### src/aarm_pkg.sv
`default_nettype none

package aarm_pkg;

  localparam int CORDIC_STAGES_DEF  = 16;
  localparam int ELEM_FRAC_BITS_DEF = 14;
  localparam int MAX_STAGES         = 24;

  // Q2.30 datapath words
  typedef logic signed [32:0] cq_t;
  typedef logic signed [31:0] unit_t;
  typedef logic signed [33:0] prod_t;

  localparam cq_t INV_GAIN_Q30 = 33'sd652032874;
  localparam cq_t ONE_Q30      = 33'sd1073741824;

  function automatic logic [29:0] atan_q30(input logic [4:0] idx);
    logic [29:0] v;
    case (idx)
      5'd0:    v = 30'd843314857;
      5'd1:    v = 30'd497837829;
      5'd2:    v = 30'd263043837;
      5'd3:    v = 30'd133525159;
      5'd4:    v = 30'd67021687;
      5'd5:    v = 30'd33543516;
      5'd6:    v = 30'd16775851;
      5'd7:    v = 30'd8388437;
      5'd8:    v = 30'd4194283;
      5'd9:    v = 30'd2097149;
      5'd10:   v = 30'd1048576;
      5'd11:   v = 30'd524288;
      5'd12:   v = 30'd262144;
      5'd13:   v = 30'd131072;
      5'd14:   v = 30'd65536;
      5'd15:   v = 30'd32768;
      5'd16:   v = 30'd16384;
      5'd17:   v = 30'd8192;
      5'd18:   v = 30'd4096;
      5'd19:   v = 30'd2048;
      5'd20:   v = 30'd1024;
      5'd21:   v = 30'd512;
      5'd22:   v = 30'd256;
      5'd23:   v = 30'd128;
      default: v = 30'd0;
    endcase
    return v;
  endfunction

  // Q2.30 product, round half up
  function automatic logic signed [35:0] mul_q30(input logic signed [33:0] a,
                                                 input logic signed [33:0] b);
    logic signed [67:0] p;
    p = a * b;
    p = p + 68'sd536870912;
    return 36'(p >>> 30);
  endfunction

endpackage

`default_nettype wire

### src/aarm_cordic.sv
`default_nettype none

module aarm_cordic #(
  parameter int STAGES = aarm_pkg::CORDIC_STAGES_DEF,
  parameter int SB_W   = 1
) (
  input  wire              clk,
  input  wire              rst_n,
  input  wire              en,
  input  wire              in_valid,
  input  aarm_pkg::cq_t    in_z,
  input  wire [SB_W-1:0]   in_sb,
  output logic             out_valid,
  output aarm_pkg::cq_t    out_x,
  output aarm_pkg::cq_t    out_y,
  output logic [SB_W-1:0]  out_sb
);

  localparam int NSTG = (STAGES < aarm_pkg::MAX_STAGES) ? STAGES : aarm_pkg::MAX_STAGES;

  aarm_pkg::cq_t   x_r [NSTG];
  aarm_pkg::cq_t   y_r [NSTG];
  aarm_pkg::cq_t   z_r [NSTG];
  logic [SB_W-1:0] sb_r [NSTG];
  logic [NSTG-1:0] v_r;

  aarm_pkg::cq_t   x_in [NSTG];
  aarm_pkg::cq_t   y_in [NSTG];
  aarm_pkg::cq_t   z_in [NSTG];
  logic [SB_W-1:0] sb_in [NSTG];
  aarm_pkg::cq_t   x_nxt [NSTG];
  aarm_pkg::cq_t   y_nxt [NSTG];
  aarm_pkg::cq_t   z_nxt [NSTG];

  always_comb begin
    x_in[0]  = aarm_pkg::INV_GAIN_Q30;
    y_in[0]  = '0;
    z_in[0]  = in_z;
    sb_in[0] = in_sb;
    for (int i = 1; i < NSTG; i++) begin
      x_in[i]  = x_r[i-1];
      y_in[i]  = y_r[i-1];
      z_in[i]  = z_r[i-1];
      sb_in[i] = sb_r[i-1];
    end
    // one micro-rotation per stage, direction from the residual angle sign
    for (int i = 0; i < NSTG; i++) begin
      if (!z_in[i][32]) begin
        x_nxt[i] = x_in[i] - (y_in[i] >>> i);
        y_nxt[i] = y_in[i] + (x_in[i] >>> i);
        z_nxt[i] = z_in[i] - 33'({3'b000, aarm_pkg::atan_q30(5'(i))});
      end else begin
        x_nxt[i] = x_in[i] + (y_in[i] >>> i);
        y_nxt[i] = y_in[i] - (x_in[i] >>> i);
        z_nxt[i] = z_in[i] + 33'({3'b000, aarm_pkg::atan_q30(5'(i))});
      end
    end
  end

  always_ff @(posedge clk) begin
    if (!rst_n) begin
      v_r <= '0;
    end else if (en) begin
      v_r <= {v_r[NSTG-2:0], in_valid};
    end
  end

  always_ff @(posedge clk) begin
    if (en) begin
      for (int i = 0; i < NSTG; i++) begin
        x_r[i]  <= x_nxt[i];
        y_r[i]  <= y_nxt[i];
        z_r[i]  <= z_nxt[i];
        sb_r[i] <= sb_in[i];
      end
    end
  end

  assign out_valid = v_r[NSTG-1];
  assign out_x     = x_r[NSTG-1];
  assign out_y     = y_r[NSTG-1];
  assign out_sb    = sb_r[NSTG-1];

endmodule

`default_nettype wire

### config.mk
export PLATFORM = sky130hd
export DESIGN_NAME = aarm_cordic
export DESIGN_NICKNAME = d
export VERILOG_FILES = /design/src/aarm_pkg.sv /design/src/aarm_cordic.sv
export SDC_FILE = /design/constraint.sdc
export NUM_CORES = 2
export LEC_CHECK = 0
export BUFFER_PORTS_ARGS = -buffer_cell sky130_fd_sc_hd__buf_2
export CORE_MARGIN = 5
export CORE_UTILIZATION = 51
export CTS_CLUSTER_SIZE = 16
export DETAILED_ROUTE_END_ITERATION = 10
export GPL_TIMING_DRIVEN = 0
export PLACE_DENSITY = 0.76
export SETUP_SLACK_MARGIN = 0.15
export SYNTH_ARGS = -nofsm -noshare
export SYNTH_HDL_FRONTEND = slang
export SYNTH_SLANG_ARGS = --single-unit
### constraint.sdc
create_clock -name clk -period 8.1 [get_ports clk]
set_input_delay 0 -clock clk [delete_from_list [all_inputs] [get_ports clk]]
set_output_delay 0 -clock clk [all_outputs]
set_load 0.005 [all_outputs]
# Word level (Yosys, flattened, before mapping)
# Memory sizes are Yosys's and may differ from the RTL's.
# Cells that the tools add are included.
dict set report op_classes {
  n_addsub 92
  n_mux 81
}
# operator count
set op_table {}
lappend op_table {{33-bit two-way mux} 47}
lappend op_table {{30-bit two-way mux} 32}
lappend op_table {{33-bit by 30-bit adder with 33-bit output} 18}
lappend op_table {{33-bit by 30-bit subtractor with 33-bit output} 18}
lappend op_table {{33-bit by 18-bit adder with 33-bit output} 2}
lappend op_table {{33-bit by 19-bit adder with 33-bit output} 2}
lappend op_table {{33-bit by 20-bit adder with 33-bit output} 2}
lappend op_table {{33-bit by 21-bit adder with 33-bit output} 2}
lappend op_table {{33-bit by 22-bit adder with 33-bit output} 2}
lappend op_table {{33-bit by 23-bit adder with 33-bit output} 2}
lappend op_table {{33-bit by 24-bit adder with 33-bit output} 2}
lappend op_table {{33-bit by 25-bit adder with 33-bit output} 2}
lappend op_table {{33-bit by 26-bit adder with 33-bit output} 2}
lappend op_table {{33-bit by 27-bit adder with 33-bit output} 2}
lappend op_table {{33-bit by 28-bit adder with 33-bit output} 2}
lappend op_table {{33-bit by 29-bit adder with 33-bit output} 2}
lappend op_table {{33-bit by 31-bit adder with 33-bit output} 2}
lappend op_table {{33-bit by 32-bit adder with 33-bit output} 2}
lappend op_table {{33-bit by 18-bit subtractor with 33-bit output} 2}
lappend op_table {{33-bit by 19-bit subtractor with 33-bit output} 2}
lappend op_table {{33-bit by 20-bit subtractor with 33-bit output} 2}
lappend op_table {{33-bit by 21-bit subtractor with 33-bit output} 2}
lappend op_table {{33-bit by 22-bit subtractor with 33-bit output} 2}
lappend op_table {{33-bit by 23-bit subtractor with 33-bit output} 2}
lappend op_table {{9 further kinds} 18}
dict set report word_totals {
  ff_bits 16
  ram_bits 1600
  inputBits 38
  out_inout_bits 68
  wordCells 178
  n_memories 4
}
# name depth width read_ports rd_clocked_by_memory_dff write_ports line_no
set memory_table {}
lappend memory_table {x_r 16 33 16 0 16 aarm_cordic.sv:21} ;# aarm_pkg::cq_t x_r [NSTG];
lappend memory_table {y_r 16 33 16 0 16 aarm_cordic.sv:22} ;# aarm_pkg::cq_t y_r [NSTG];
lappend memory_table {z_r 16 33 15 0 16 aarm_cordic.sv:23} ;# aarm_pkg::cq_t z_r [NSTG];
lappend memory_table {sb_r 16 1 16 0 16 aarm_cordic.sv:24} ;# logic [SB_W-1:0] sb_r [NSTG];

# Longest topological paths before layout
# An unclocked memory read counts as a cell.
dict set report logic_depth {
  word_depth 4
  ltp_mapped 21
  ltp_nobuf 21
}

# Worst setup path before layout
# No wires, ideal clock.
dict set report synth_timing {
  path_type {register -> register}
  from {mem z_r[0][65] in the netlist's numbering}
  to {mem x_r[0][97] in the netlist's numbering (data pin)}
  setup_ns 0.257
  arrival_time_ns 4.581
  required_ns 7.843
  path_slack_ns 3.262
  path_stages_with_launch 18
  period_less_slack_ns 4.838
  cell_sequence {edfxtp_1 clkbuf_1 buf_1 clkbuf_1 nor2_1 xor2_1 ha_1 nand3_1 o211ai_1 o41a_1 or4b_1 a41o_1 o41ai_4 o32ai_2 o41ai_4 or3_1 o21ai_1 a32o_1}
}
# item line_no
set synth_rtl {}
lappend synth_rtl {{from (decl)} aarm_cordic.sv:23}
lappend synth_rtl {{to (decl)} aarm_cordic.sv:21}

==> summary.txt <==
Setup path
  – CP peak stage delay: between 1000 and 1500 ps
  – Worst Reg-to-Reg Cells: 14
  – Critical Path Slowest Stage Cell: edfxtp_1
  – Required @ worst endpoint: roughly 8700 ps
  – Crit path launch type: flip-flop
  – Worst Path Max Fanout: 24
  – Critical path, cell by cell: clkbuf_1 -> buf_1 -> mux2i_1 -> fa_1 -> a21o_1 -> a21o_1 -> a211oi_1 -> o21ai_0 -> a41oi_1 -> o21ai_0 -> a2111oi_0 -> o21bai_1 -> a21o_1 -> o311ai_0
  – Bufs and invs on worst path: 2
  – Crit path DAT: between 7000 and 8000 ps
  – Top cell by count, worst path: a21o_1
  – Kind of end point of the critical path: flip-flop
  – FF-to-FF End: y_r[0][228]
  – Worst r2r src: z_r[0][197]
  – R2R setup slack: approximately 1600 ps
  – Crit Path Class: reg2reg
  – Largest delay share family, worst path: compound AO/OA/AOI/OAI gates

Global route
  – First-pass GRT wire length: around 450 mm
  – Vias in the first global route: 86,000
  – Total Routing Usage GR: 0.230
  – M2 GR Usage: 0.401
  – Largest net degree at the start of global routing: between 150 and 200
  – Grt ovf: 0
  – Met1 usage: 0.287
  – Antenna violations before repair: 5
  – Grt peak-use layer: met2
  – GR Util met3: 0.0294

Clock tree
  – Number of H-tree levels: 4
  – Clk pin slew, worst setup/hold paths: around 60 ps
  – Clk buf depth: 3
  – Clock root cell: clkbuf_16
  – Clock Latency Late Sink: 830 ps
  – Sink Count: roughly 1,400
  – CTS tree: built
  – Num CTS Buffers: 159

Timing
  – Fmax: ~150 MHz
  – Slew Viols, Final: 0
  – Setup_tns: 0 ps
  – Final Cycle Share: 0.799
  – RSZ-0062 raised after global routing: false
  – Fin. Hold Viols: 0
  – Worst Max-Slew Pin Slew: around 1300 ps
  – Final setup violation count: 0
  – Final Skew: 50.5 ps
  – Worst slew margin: 0.127
  – Period minus WS final: 6480 ps

Synth
  – Async SR Flop Fraction: 0
  – Post-synth net total: 13,300
  – Most common cell in the netlist: edfxtp_1
  – Mapped Cells: 11,900
  – Largest area contributor in the netlist: edfxtp_1
  – Post-synth EDFFs: roughly 1,400
  – Mean Syn Cell Area: 9.65 µm²
  – Number of distinct library cells after synthesis: 85
  – Synthesis-stage register bit count: roughly 1,400
  – Synth warn: 0
  – Synth top cells by count: 1,365 x edfxtp_1, 1,334 x a21oi_1, 1,314 x ha_1
  – Top_reg_cell synth: edfxtp_1
  – Top-area cell type share of the netlist area: 0.357
  – Register area share after synthesis: 0.360
  – Top cells by area, synth: edfxtp_1 36%, ha_1 14%, xnor2_1 8.6%
  – Synthesized area: 115,000 µm²

Run
  – Count of max-cap constraint violations: 0

Floorplanning
  – Rows: approximately 170
  – DIE AREA: approximately 230,000 µm²
  – Chip width: around 480 µm
  – Die Y-Extent: 485 µm
  – Ports: 106
  – CORE AREA: between 200,000 and 250,000 µm²
  – Initial Utilization: 0.512

Drt
  – Routed WL: about 280 mm
  – DR WL/cell: around 18 µm
  – First-pass DRT Iterations: 6
  – Antenna-violating nets left: 0
  – Drt drc: 0
  – Starting DRT DRC Count: roughly 6,500
  – Drt via density: slightly below 6
  – Vias: roughly 90,000

Finish
  – Fin nets: approximately 14,000
  – Layout cell share with drive strength beyond 1: 0.0393
  – Area growth from synthesis to layout: 9.43%
  – Fill cells: between 15,000 and 20,000

Placement
  – # port buffers: 105
  – Hpwl dp: 218 mm
  – Final Wtd Congestion: approximately 0.94

Worst hold path
  – Hold Crit Depth: 3
  – Worst min path class: in2reg
  – Hold Crit Endpoint: z_r[0][1]
  – Worst hold path startpoint: in_z[1]

Run status
  – Status: completed
[per-layer routing]
layer  vias up  share of wire
met2      2389           0.48
li1      44800              -
met3       646          0.049
met4         0          0.044
met5         -              0
met1     42400           0.42
[cell usage in the layout (no fill, tap or decap), drive strengths merged, types with 496 or more instances in the layout]
cell type,n
xor2,588
o21ai,496
nand2,513
nor2,1058
a21oi,1334
edfxtp,1365
a21o,630
ha,1314
xnor2,1123
inv,600
[cell families after synthesis]
group / Yosys count / share of synthesized area
AO/OA/AOI/OAI: 3556 / 0.197
XOR/XNOR: 1711 / 0.131
adder cells (fa/ha/maj): 1357 / 0.151
buffers and inverters: 751 / 0.0246
flip-flops: 1381 / 0.360
multiplexers: 120 / 0.0110
AND/OR/NAND/NOR: 3022 / 0.127
[stage by stage]
step	util	setup WS (ps)	std cells	hold slack, ps	instance area (µm²)
finish	0.560	1620	15400	105	126000
global route	0.560	1310	15400	91.2	126000
CTS	0.560	1640	15400	18.2	126000
detailed placement	0.532	1730	15000	189	119000
global placement	0.531	-14510	15000	177	119000
floorplan	-	3260	11900	98.9	115000
[area by class of cell]
cell class / instances / area (µm²) / share of cell area
Multi-Input combinational cell: 9766 / 70700 / 0.563
Clock buffer: 176 / 4040 / 0.0322
Clock inverter: 118 / 1520 / 0.0121
Tap cell: 2992 / 3740 / 0.0298
Inverter: 587 / 2200 / 0.0175
Timing Repair Buffer: 185 / 1510 / 0.0120
Buffer: 164 / 619 / 0.00493
Antenna cell: 3 / 7.51 / 0.0000597
Sequential cell: 1381 / 41300 / 0.329
[state kept, by name, indices dropped and copies added (netlist names)]
signal  cells
sb_r       16
x_r       470
y_r       496
z_r       383
v_r        16
[worst max-delay path by stage]
stage	from	end	slack (ps)	depth (start not counted)
final	z_r[0][197]	y_r[0][228]	1620	14
after global routing	z_r[0][263]	z_r[1][30]	1310	14
after global placement	en	x_r[1][259]	-14510	1
after CTS	z_r[0][197]	y_r[0][228]	1640	14
after floorplan	z_r[0][65]	x_r[0][97]	3260	17
after detailed placement	z_r[0][197]	y_r[0][228]	1730	14
[worst min-delay path, stage by stage]
cell and delay [ps]:
dlygate4sd3_1 530, buf_2 140, fa_1 170
[what timing repair did]
action	4_1_cts	5_1_grt
gates resized for setup	0	0
endpoints found under the hold margin	152	0
hold buffers	68	0
setup buffers	0	0
Power is left out: the tool's default activity adds up to more than one toggle a clock period on the data nets, which glitch-free logic cannot reach.
